==> src/rtl/lphm_pkg.sv <==
// Shared constants, codes and controller/datapath interface types for the hash map.
package lphm_pkg;

  localparam int unsigned SLOTS_DEF      = 1024;
  localparam int unsigned KEY_BITS_DEF   = 32;
  localparam int unsigned VALUE_BITS_DEF = 32;

  localparam int unsigned TSIZE_W   = 11;
  localparam logic [TSIZE_W-1:0] TSIZE_RESET = 11'd11;
  localparam int unsigned COUNT_W   = 11;
  localparam int unsigned FIELD_W   = 32;

  localparam logic [1:0] OP_GET    = 2'd0;
  localparam logic [1:0] OP_PUT    = 2'd1;
  localparam logic [1:0] OP_REMOVE = 2'd2;
  localparam logic [1:0] OP_NONE   = 2'd3;

  localparam logic [1:0] ST_OK       = 2'd0;
  localparam logic [1:0] ST_NOTFOUND = 2'd1;
  localparam logic [1:0] ST_FULL     = 2'd2;

  // Commands from the controller to the datapath.
  typedef struct packed {
    logic clear;     // clear one slot of the slot memory
    logic load;      // take a new request
    logic mod_step;  // one bit of the home slot remainder
    logic read;      // read the slot under the probe index
    logic eval;      // look at the slot that was read
  } cmd_t;

  // Status from the datapath to the controller.
  typedef struct packed {
    logic clear_last;
    logic op_none;
    logic mod_last;
    logic finish;
  } stat_t;

endpackage

==> src/rtl/lphm_ctrl.sv <==
// Controller state machine for the hash map: clearing pass, remainder, probe walk.
module lphm_ctrl (
  input  logic            clk_i,
  input  logic            rst_ni,
  input  logic            start,
  input  lphm_pkg::stat_t stat_i,
  output lphm_pkg::cmd_t  cmd_o,
  output logic            busy
);

  localparam logic [2:0] S_CLEAR = 3'd0;
  localparam logic [2:0] S_IDLE  = 3'd1;
  localparam logic [2:0] S_MOD   = 3'd2;
  localparam logic [2:0] S_READ  = 3'd3;
  localparam logic [2:0] S_EVAL  = 3'd4;

  logic [2:0] state_q, state_d;

  always_comb begin
    state_d = state_q;
    cmd_o   = '0;
    unique case (state_q)
      S_CLEAR: begin
        cmd_o.clear = 1'b1;
        if (stat_i.clear_last) state_d = S_IDLE;
      end
      S_IDLE: begin
        if (start) begin
          cmd_o.load = 1'b1;
          if (!stat_i.op_none) state_d = S_MOD;
        end
      end
      S_MOD: begin
        cmd_o.mod_step = 1'b1;
        if (stat_i.mod_last) state_d = S_READ;
      end
      S_READ: begin
        cmd_o.read = 1'b1;
        state_d    = S_EVAL;
      end
      S_EVAL: begin
        cmd_o.eval = 1'b1;
        state_d    = stat_i.finish ? S_IDLE : S_READ;
      end
      default: state_d = S_IDLE;
    endcase
  end

  always_ff @(posedge clk_i or negedge rst_ni) begin
    if (!rst_ni) begin
      state_q <= S_CLEAR;
    end else begin
      state_q <= state_d;
    end
  end

  assign busy = (state_q != S_IDLE);

endmodule

==> config.mk <==
export PLATFORM = sky130hd
export DESIGN_NAME = lphm_ctrl
export DESIGN_NICKNAME = d
export VERILOG_FILES = /design/src/rtl/lphm_pkg.sv /design/src/rtl/lphm_ctrl.sv
export SDC_FILE = /design/constraint.sdc
export NUM_CORES = 1
export LEC_CHECK = 0
export ABC_CLOCK_PERIOD_IN_PS = 1000
export BUFFER_PORTS_ARGS = -buffer_cell sky130_fd_sc_hd__buf_2
export CAP_MARGIN = 20
export CORE_AREA = 3 3 40 42
export CTS_BUF_LIST = sky130_fd_sc_hd__clkbuf_4 sky130_fd_sc_hd__clkbuf_8
export CTS_CLUSTER_DIAMETER = 100
export DETAILED_ROUTE_END_ITERATION = 16
export DIE_AREA = 0 0 43 45
export PLACE_DENSITY = 0.5
export SETUP_SLACK_MARGIN = 0.5
export SYNTH_ARGS = -nofsm -noshare
export SYNTH_HDL_FRONTEND = slang
export SYNTH_SLANG_ARGS = --single-unit
==> constraint.sdc <==
create_clock -name clk_i -period 1 [get_ports clk_i]
set_input_delay 0.1 -clock clk_i [delete_from_list [all_inputs] [get_ports clk_i]]
set_output_delay 0.1 -clock clk_i [all_outputs]
set_load 0.005 [all_outputs]
==> results of run 1 <==
-- final cells by class --
cell class	count	area, sq um	share of cell area [%]
Timing Repair Buffer	23	153	34.2
Sequential cell	3	78.8	17.6
Tap cell	15	18.8	4.20
Clock buffer	4	30.0	6.72
Inverter	2	10.0	2.24
Multi-Input combinational cell	14	156	35.0
-- final timing paths --
check                                          to  cells after the start
min in group clk_i         state_q[0]$_DFFE_PN0P_                      3
hold / removal             state_q[1]$_DFFE_PN0P_                      2
hold reg to reg            state_q[2]$_DFFE_PN0P_                      2
max in group asynchronous  state_q[2]$_DFFE_PN0P_                      2
setup / recovery                         cmd_o[2]                      3
setup reg to reg           state_q[0]$_DFFE_PN0P_                      5
-- cells in the mapped netlist --
cell	number	area, sq um
sky130_fd_sc_hd__a211o_1	1	8.76
sky130_fd_sc_hd__and2_1	1	6.26
sky130_fd_sc_hd__and3_1	2	12.5
sky130_fd_sc_hd__and3b_1	1	8.76
sky130_fd_sc_hd__buf_4	1	7.51
sky130_fd_sc_hd__buf_6	1	11.3
sky130_fd_sc_hd__dfrtp_1	3	75.1
sky130_fd_sc_hd__inv_1	1	3.75
sky130_fd_sc_hd__inv_2	1	3.75
sky130_fd_sc_hd__nand3b_1	1	7.51
sky130_fd_sc_hd__nor2_1	1	3.75
sky130_fd_sc_hd__nor2b_1	1	6.26
sky130_fd_sc_hd__nor3_1	2	10.0
sky130_fd_sc_hd__nor3b_2	2	25.0
sky130_fd_sc_hd__nor4b_2	1	15.0
sky130_fd_sc_hd__o311ai_2	1	16.3
-- power groups by stage --
stage          Combinational, uW  Clock [uW]  Sequential, uW
4_1_cts                      789         259             280
3_5_place_dp                 514           0             296
6_report                     875         248             280
5_1_grt                      960         279             296
2_1_floorplan                421           0             221
3_3_place_gp                 506           0             296
-- cell families (layout without fill, tap and decap cells) --
family / after synthesis / after routing / synth area share, %
AND/OR/NAND/NOR: 12 / 12 / 42.9
AO/OA/AOI/OAI: 2 / 2 / 11.3
flip-flops: 3 / 3 / 33.9
buffers and inverters: 4 / 29 / 11.9
-- timing repair --
action / in CTS / in global routing
resized for setup: 7 / 2
setup endpoints to repair: 9 / 9
pin swaps: 6 / 3
setup buffers: 6 / 1
hold buffers: 1 / 0
hold endpoints to repair: 3 / 0
-- worst max-delay path, cell delays in order, from the launching register on --
cell	delay, ns
sky130_fd_sc_hd__dfrtp_2	0.44
sky130_fd_sc_hd__buf_4	0.15
sky130_fd_sc_hd__nor3b_4	0.19
sky130_fd_sc_hd__buf_2	0.14
-- per-stage QoR --
stage	area [sq um]	utilization, %	hold slack (ns)
floorplan	233	-	-0.196
global placement	312	24.2	-0.103
detailed placement	312	24.2	-0.102
CTS	424	33.0	0.173
global route	447	34.8	0.181
finish	447	34.8	0.183
-- layout by cell type (no fill, tap or decap) --
cell type / instances
sky130_fd_sc_hd__dlygate4sd3_1: 1
sky130_fd_sc_hd__buf_4: 8
sky130_fd_sc_hd__clkbuf_4: 4
sky130_fd_sc_hd__and2_1: 1
sky130_fd_sc_hd__inv_1: 1
sky130_fd_sc_hd__inv_4: 1
sky130_fd_sc_hd__nor4b_4: 1
sky130_fd_sc_hd__nand3b_1: 1
sky130_fd_sc_hd__nor2_1: 1
sky130_fd_sc_hd__nor3_2: 1
sky130_fd_sc_hd__buf_6: 2
sky130_fd_sc_hd__dfrtp_2: 3
sky130_fd_sc_hd__and3b_1: 1
sky130_fd_sc_hd__nor3b_4: 2
sky130_fd_sc_hd__o311ai_4: 1
sky130_fd_sc_hd__nor2b_1: 1
sky130_fd_sc_hd__buf_2: 12
sky130_fd_sc_hd__and3_1: 2
sky130_fd_sc_hd__a211o_1: 1
sky130_fd_sc_hd__nor3_1: 1
-- metal layers --
metal / vias up / part of all wire (%) / wire length [um] / global-route usage (%)
li1: 125 / - / - / -
met1: 107 / 43 / 299 / 8.50
met2: 16 / 43 / 300 / 12.0
met3: 2 / 12 / 86 / 7.17
met4: 0 / 1.7 / 12 / 5.42
met5: - / 0 / 0 / 0
==> results summary, run 1 <==
The worst setup path is of the reg2out kind. The row count is 13. The worst setup path is captured at an output port. TritonCTS built the clock tree. The later-pin clock latency in the skew report came out at 0.24 ns. The total negative slack came out at -1.67 ns. The share of layout cells above drive strength 1 came out at 76.1%. The smallest clock period supported by the final layout is computed as around 1.3 ns.

The first global-routing pass estimated ~1100 um of wire. The total power came out at 1400 uW. The root buffer cell is sky130_fd_sc_hd__clkbuf_4. The worst IR drop on VDD is 1.18 mV. The via count of the first global-routing pass is 277. The mapped netlist covers around 220 sq um. Cell internal power was estimated by the tool at about 910 uW. The wire-length estimate of the detail-placed layout is 419 um.

The run finished, with violations left. The area added between synthesis and finish is 102%. From left edge to right edge, the die measures 43 um.

The worst setup path startpoint is state_q[0]$_DFFE_PN0P_. The minimum setup slack after placement came out at -0.0669 ns. The category of the worst setup path launch point is a register. Across all setup checks in the final design, the least slack found is -0.267 ns. The final standard cell count with taps included and fillers excluded is 61. The worst pin sits at a relative slew slack of 86.6%.

For this configuration, the core starts out at a cell density of between 10% and 20%. The number of instances in the placed design is between 40 and 50. The power dissipated by switching net loads is 490 uW. The number of inserted diodes came out at 0. The post-detailed-route via-to-cell ratio came out at 4.10.

The final number of max-transition violations is 0. The final clock skew is 0.0000903 ns. In the final design database the tool counted 54 nets. The actual transition at the worst max-transition pin is 0.200 ns.

The number of hold violations in the final report came out at 0. The final reports fail on negative setup slack. The synthesized area per cell is 10.5 sq um. The largest net degree at the start of global routing came out at 7. The layout filler cell count came out at 139. Summed over all layers, the global routing overflow is 0. The global placement routability congestion is 0.618.

The number of standard cells after synthesis is 21. The portion of the post-synthesis area used by sequential elements is 33.9%. The overall routed net length is 698 um. The max-cap violation count came out at 0.

At the worst endpoint, the required time is roughly 0.9 ns. Yosys mapped the design onto 16 distinct sky130hd cell types. Of the total power, combinational logic draws between 60 and 70%. The synthesized netlist net count is 28. The die outline area is about 1900 sq um.

Data arrives at the worst endpoint at 1.17 ns. The period utilization came out at 127%. The relative contribution of sequential cells to total power came out at 20.0%.

The average wire length per cell after detail routing came out at about 11 um. The count of buffers added on input and output ports is 12. The share of total power consumed by net switching is approximately a third. The count of H-tree levels built during CTS came out at 1. In the routed design, unresolved DRC markers number 0.

The worst min-delay path category is in2async. The register with the most flip-flops in the layout has 3 of them. The setup violation total in the final timing report came out at 8. The clock network accounts for 17.7% of the total power. Synthesis inferred 3 register bits.

The TritonCTS buffer count is 3. The number of detailed-route iterations in the first pass is 4. The core footprint came out at ~1300 sq um.

The floorplan step set the die height to 45 um. Along the worst path, the maximum fanout reaches 6. The detail route stage leaves a number of antenna-violating nets equal to 0. The CTS clock-pin slew for the worst setup and hold paths is 0.04 ns. In the final layout, the registers with the most flip-flops are state_q (3). The worst flop-to-flop path startpoint is state_q[1]$_DFFE_PN0P_.

The count of yosys warnings during synthesis is 0. The initial antenna violation count is 0. The register ranked first by flip-flop count is state_q.

Power spread over the standard cell area amounts to 3140 nW/um^2. The standby leakage power came out at ~0.00023 uW. The starting DRC count in detailed routing came out at 2. For this run, the top clock speed supported by timing is 789 MHz.

The worst setup slack for register-to-register paths came out at -0.21 ns. The boundary pin count is 13. The total clock sinks came out at 3. The buffer depth of the longest clock path came out at 2. The total vias in the final route came out at 250. Setup repair after global routing could not meet its margin everywhere. In the global route stage, overall resource usage came out at around 8.5%.
Power figures use the tool's default switching activity.
==> inputs of run 2 (changes only) <==
--- a/config.mk
+++ b/config.mk
@@ -5,6 +5,7 @@
 export SDC_FILE = /design/constraint.sdc
 export NUM_CORES = 1
 export LEC_CHECK = 0
+export ABC_AREA = 1
 export ABC_CLOCK_PERIOD_IN_PS = 1000
 export BUFFER_PORTS_ARGS = -buffer_cell sky130_fd_sc_hd__buf_2
 export CAP_MARGIN = 20
@@ -13,7 +14,7 @@
 export CTS_CLUSTER_DIAMETER = 100
 export DETAILED_ROUTE_END_ITERATION = 16
 export DIE_AREA = 0 0 43 45
-export PLACE_DENSITY = 0.5
+export PLACE_DENSITY = 0.48
 export SETUP_SLACK_MARGIN = 0.5
 export SYNTH_ARGS = -nofsm -noshare
 export SYNTH_HDL_FRONTEND = slang
==> run 2 against run 1 <==
  * Non-clock buffer count decreased by 3
  * Largest cell class unchanged
  * Maximum frequency increased by 8.0%
  * Final area decreased by 9.2%
  * Utilization decreased by 3.2 points
  * Largest power group unchanged
  * The run still ends with negative setup slack left
  * Critical path type unchanged
  * Combinational power decreased by 4.1%
  * Register-to-register slack improved by 0.11 ns
  * Critical path depth increased by 1
  * Sequential cell count unchanged
==> results summary, run 2 <==
The number of nets with antenna violations after routing is 0. The largest registers in the layout are state_q (3). The net count reported at finish came out at 64. The final critical delay including setup and external delays came out at 1.17 ns.

The clock net in this run drives a total of 3 sinks. The CTS clock-pin slew for the worst setup and hold paths is about 0.040 ns. The count of flip-flops with a built-in enable after synthesis came out at 0. The worst IR drop on VDD is 0.786 mV. By area the synthesized netlist is led by sky130_fd_sc_hd__dfrtp_1 37%, sky130_fd_sc_hd__nor2_1 16%, sky130_fd_sc_hd__inv_1 11%, sky130_fd_sc_hd__nand2_1 9.1%, sky130_fd_sc_hd__nand3_2 4.9%. The number of hold violations in the final report is 0. The synthesized netlist net count is 39. The post-route worst setup slack is -0.173 ns. Global routing finished with a remaining overflow of 0. The worst setup path is launched from a register. The total vias in the final route is 264. After detailed routing, the total wire length is 557 um. The internal power summed over all cells came out at 814 uW.

The flow ran to the end, but the final reports show violations. In this run the worst setup path begins at state_q[2]$_DFFE_PN0P_. The worst hold path passes through 4 cells. The worst hold path belongs to the class in2reg. The number of detailed-route iterations in the first pass came out at 2.

The row count is 13. Of all nets on the critical path, the largest fanout is 5. The flop and latch count out of synthesis is 3. The total power came out at 1330 uW. STA puts the critical path data required time at 0.90 ns.

Across the run, the number of max-cap violations was 0. The fraction of registers with async set/reset is 100%. Leaving out fill and tap cells, the most frequent cells in the layout are 12 x sky130_fd_sc_hd__buf_2, 7 x sky130_fd_sc_hd__nor2_1, 6 x sky130_fd_sc_hd__buf_4. The count of H-tree levels built during CTS is 1. The post-synthesis cell area is 205 sq um. The root buffer cell is sky130_fd_sc_hd__clkbuf_4. The period utilization came out at 117%. Entering global routing, the biggest net connects 6 pins. The number of inserted diodes is 0. The initial utilization of the core area, before any placement, comes to between 10% and 20%. The floorplan die height came out at 45 um. Counting instances in the post-synthesis netlist gives the leading cell types as 9 x sky130_fd_sc_hd__nor2_1, 6 x sky130_fd_sc_hd__inv_1, 5 x sky130_fd_sc_hd__nand2_1. The tightest hold margin came out at roughly 0.13 ns.

The checks that failed: negative setup slack. Leaving out filler cells and counting taps, the final layout contains between 70 and 80. Synthesis produced a netlist whose cell count is 32. In this run the critical register-to-register path is captured at state_q[1]$_DFFE_PN0P_. The share of total power consumed by net switching came out at between 30% and 40%. The minimum setup slack after placement is -0.00974 ns. The boundary pin count came out at 13. The largest individual stage delay along the critical path comes from the cell sky130_fd_sc_hd__dfrtp_2. The gate family responsible for the most delay along the worst path is flip-flops.

The HPWL reported at the end of detailed placement is 402 um. The number of instances in the placed design is 61. The worst setup slack for register-to-register paths is -0.10 ns. The area added between synthesis and finish is 97.6%. The arrival time reported for the critical path endpoint came out at ~1.1 ns. Of the post-synthesis cell area, the dominant cell type holds 36.6%.

On the final layout, the worst clock skew is 0.00147 ns. Traced cell by cell, the critical path runs through nor2_4, nand2_2, nor2_1, buf_2. The final number of max-transition violations is 0. The register with the most flip-flops in the layout has 3 of them. For this block, the initial DRC count from the detailed router was 2. The global placement routability congestion came out at slightly above 0.7. state_q holds more flip-flops than any other register. The library cell occupying the most area in the post-synthesis netlist is sky130_fd_sc_hd__dfrtp_1. The analysis attributes to net switching a power of 516 uW. The critical path is of the reg2out type. The buffer and inverter count on the worst path came out at 1. The delay contributed by the slowest stage of the critical path came out at around 0.44 ns.

The share of layout cells above drive strength 1 came out at 60.7%. Yosys mapped the design onto 12 distinct sky130hd cell types. The share of the Yosys chip area taken by registers is 36.6%. The headroom to the max-slew limit came out at 88.1%. The power per cell area is roughly 3300 nW/um^2. The core footprint is 1280 sq um. The CTS tree is yes. The analysis attributes to cell leakage a power of 0.000232 uW. The library cell used most frequently in the layout, excluding fill and tap cells, is sky130_fd_sc_hd__buf_2. The actual transition at the worst max-transition pin came out at 0.178 ns.

The initial antenna violation count is 0. For the worst flop-to-flop path, the logic depth is 7. The via count of the first global-routing pass is 232.

The total negative slack is -0.850 ns. The worst register-to-register path begins at state_q[2]$_DFFE_PN0P_. The flip-flop cell with the highest count after synthesis is sky130_fd_sc_hd__dfrtp_1. The count of yosys warnings during synthesis is 0. The relative contribution of sequential cells to total power came out at between 10% and 20%. In the post-synthesis netlist, the cell with the most instances is sky130_fd_sc_hd__nor2_1. The first global-routing pass estimated 910 um of wire. The power share of the clock group came out at 18.0%. Setup repair after global routing could not meet its margin everywhere. In the routed layout, each cell is associated on average with a via count of 3.72. The share of total power dissipated in combinational logic is approximately 63%. In this run the mean area of a mapped cell was 6.41 sq um. The highest clock frequency the design can meet came out at around 850 MHz. In this run the number of cells on the critical path is 4.

The number of DRC violations after detailed routing is 0. The most critical setup path has its endpoint at cmd_o[3]. After detailed routing, the average wire length per cell comes to approximately 8 um. The buffer depth of the longest clock path is 2.

The number of buffer cells added on primary ports is 12. The die outline area came out at 1940 sq um. The later pin in the worst-skew pair is clocked with a latency of 0.23 ns. The TritonCTS buffer count is 3. The global-route usage over all layers is 7.26%. The setup violation total in the final timing report came out at 8. The worst setup path is captured at an output port. The die width came out at around 43 um.
[run 2: changes by cell type after synthesis, moves of 2 or more]
cell                      change
sky130_fd_sc_hd__nor3b_2      -2
sky130_fd_sc_hd__nor2_1       +8
sky130_fd_sc_hd__nand2_1      +5
sky130_fd_sc_hd__inv_1        +5
sky130_fd_sc_hd__and3_1       -2
[run 2: timing repair]
item | in CTS | in global routing
buffers inserted | 4 | 1
resized for setup | 6 | 1
hold buffers | 1 | 0
pin swaps | 2 | 4
setup endpoints to repair | 9 | 9
endpoints found under the hold margin | 3 | 0
[run 2: how the worst min path moves through the flow]
stage / start / to / slack, ns
3_5_place_dp: rst_ni / state_q[2]$_DFFE_PN0P_ / -0.10
3_3_place_gp: rst_ni / state_q[2]$_DFFE_PN0P_ / -0.10
5_1_grt: stat_i[1] / state_q[1]$_DFFE_PN0P_ / 0.14
6_report: stat_i[1] / state_q[1]$_DFFE_PN0P_ / 0.13
4_1_cts: stat_i[1] / state_q[1]$_DFFE_PN0P_ / 0.12
2_1_floorplan: rst_ni / state_q[0]$_DFFE_PN0P_ / -0.20
[run 2: logic make-up after synthesis]
family          Yosys count  synth area share (%)
flops                     3                  36.6
simple gates             21                  47.6
compound gates            1                  3.05
buf+inv                   7                  12.8
[run 2: metal layers]
| layer | wire [um] | global-route usage [%] |
|---|---|---|
| met1 | 256 | 6.78 |
| met5 | 0 | 0 |
| met3 | 49 | 6.37 |
| met2 | 251 | 9.28 |
| met4 | 0 | 7.23 |
[run 2: final cells by class]
cell class	count	area [sq um]
clock buffer	4	30.0
fill	146	880
inverter	7	26.3
multi-input combinational	22	128
sequential	3	76.3
tap	15	18.8
timing repair buffer	20	126
[run 2: power by group through the flow]
stage / clock network (uW) / registers (uW) / logic, uW
after CTS: 253 / 250 / 805
after floorplan: 0 / 229 / 359
after detailed placement: 0 / 233 / 587
after global placement: 0 / 232 / 590
final: 239 / 251 / 839
after global routing: 276 / 259 / 940
[run 2: metrics by stage]
stage          util (%)  instance area (sq um)
2_1_floorplan         -                    208
3_3_place_gp       23.5                    302
3_5_place_dp       23.5                    302
4_1_cts            30.8                    395
5_1_grt            31.5                    405
6_report           31.5                    405
[run 2: worst register-to-register path, cell delays in order (launching register included)]
cell                      delay (ns)
sky130_fd_sc_hd__dfrtp_2        0.44
sky130_fd_sc_hd__nor2_4         0.13
sky130_fd_sc_hd__nand2_2        0.08
sky130_fd_sc_hd__buf_4          0.13
sky130_fd_sc_hd__nor2_1         0.07
sky130_fd_sc_hd__nor2_1         0.05
sky130_fd_sc_hd__nand2_1        0.05
sky130_fd_sc_hd__nand2_1        0.04
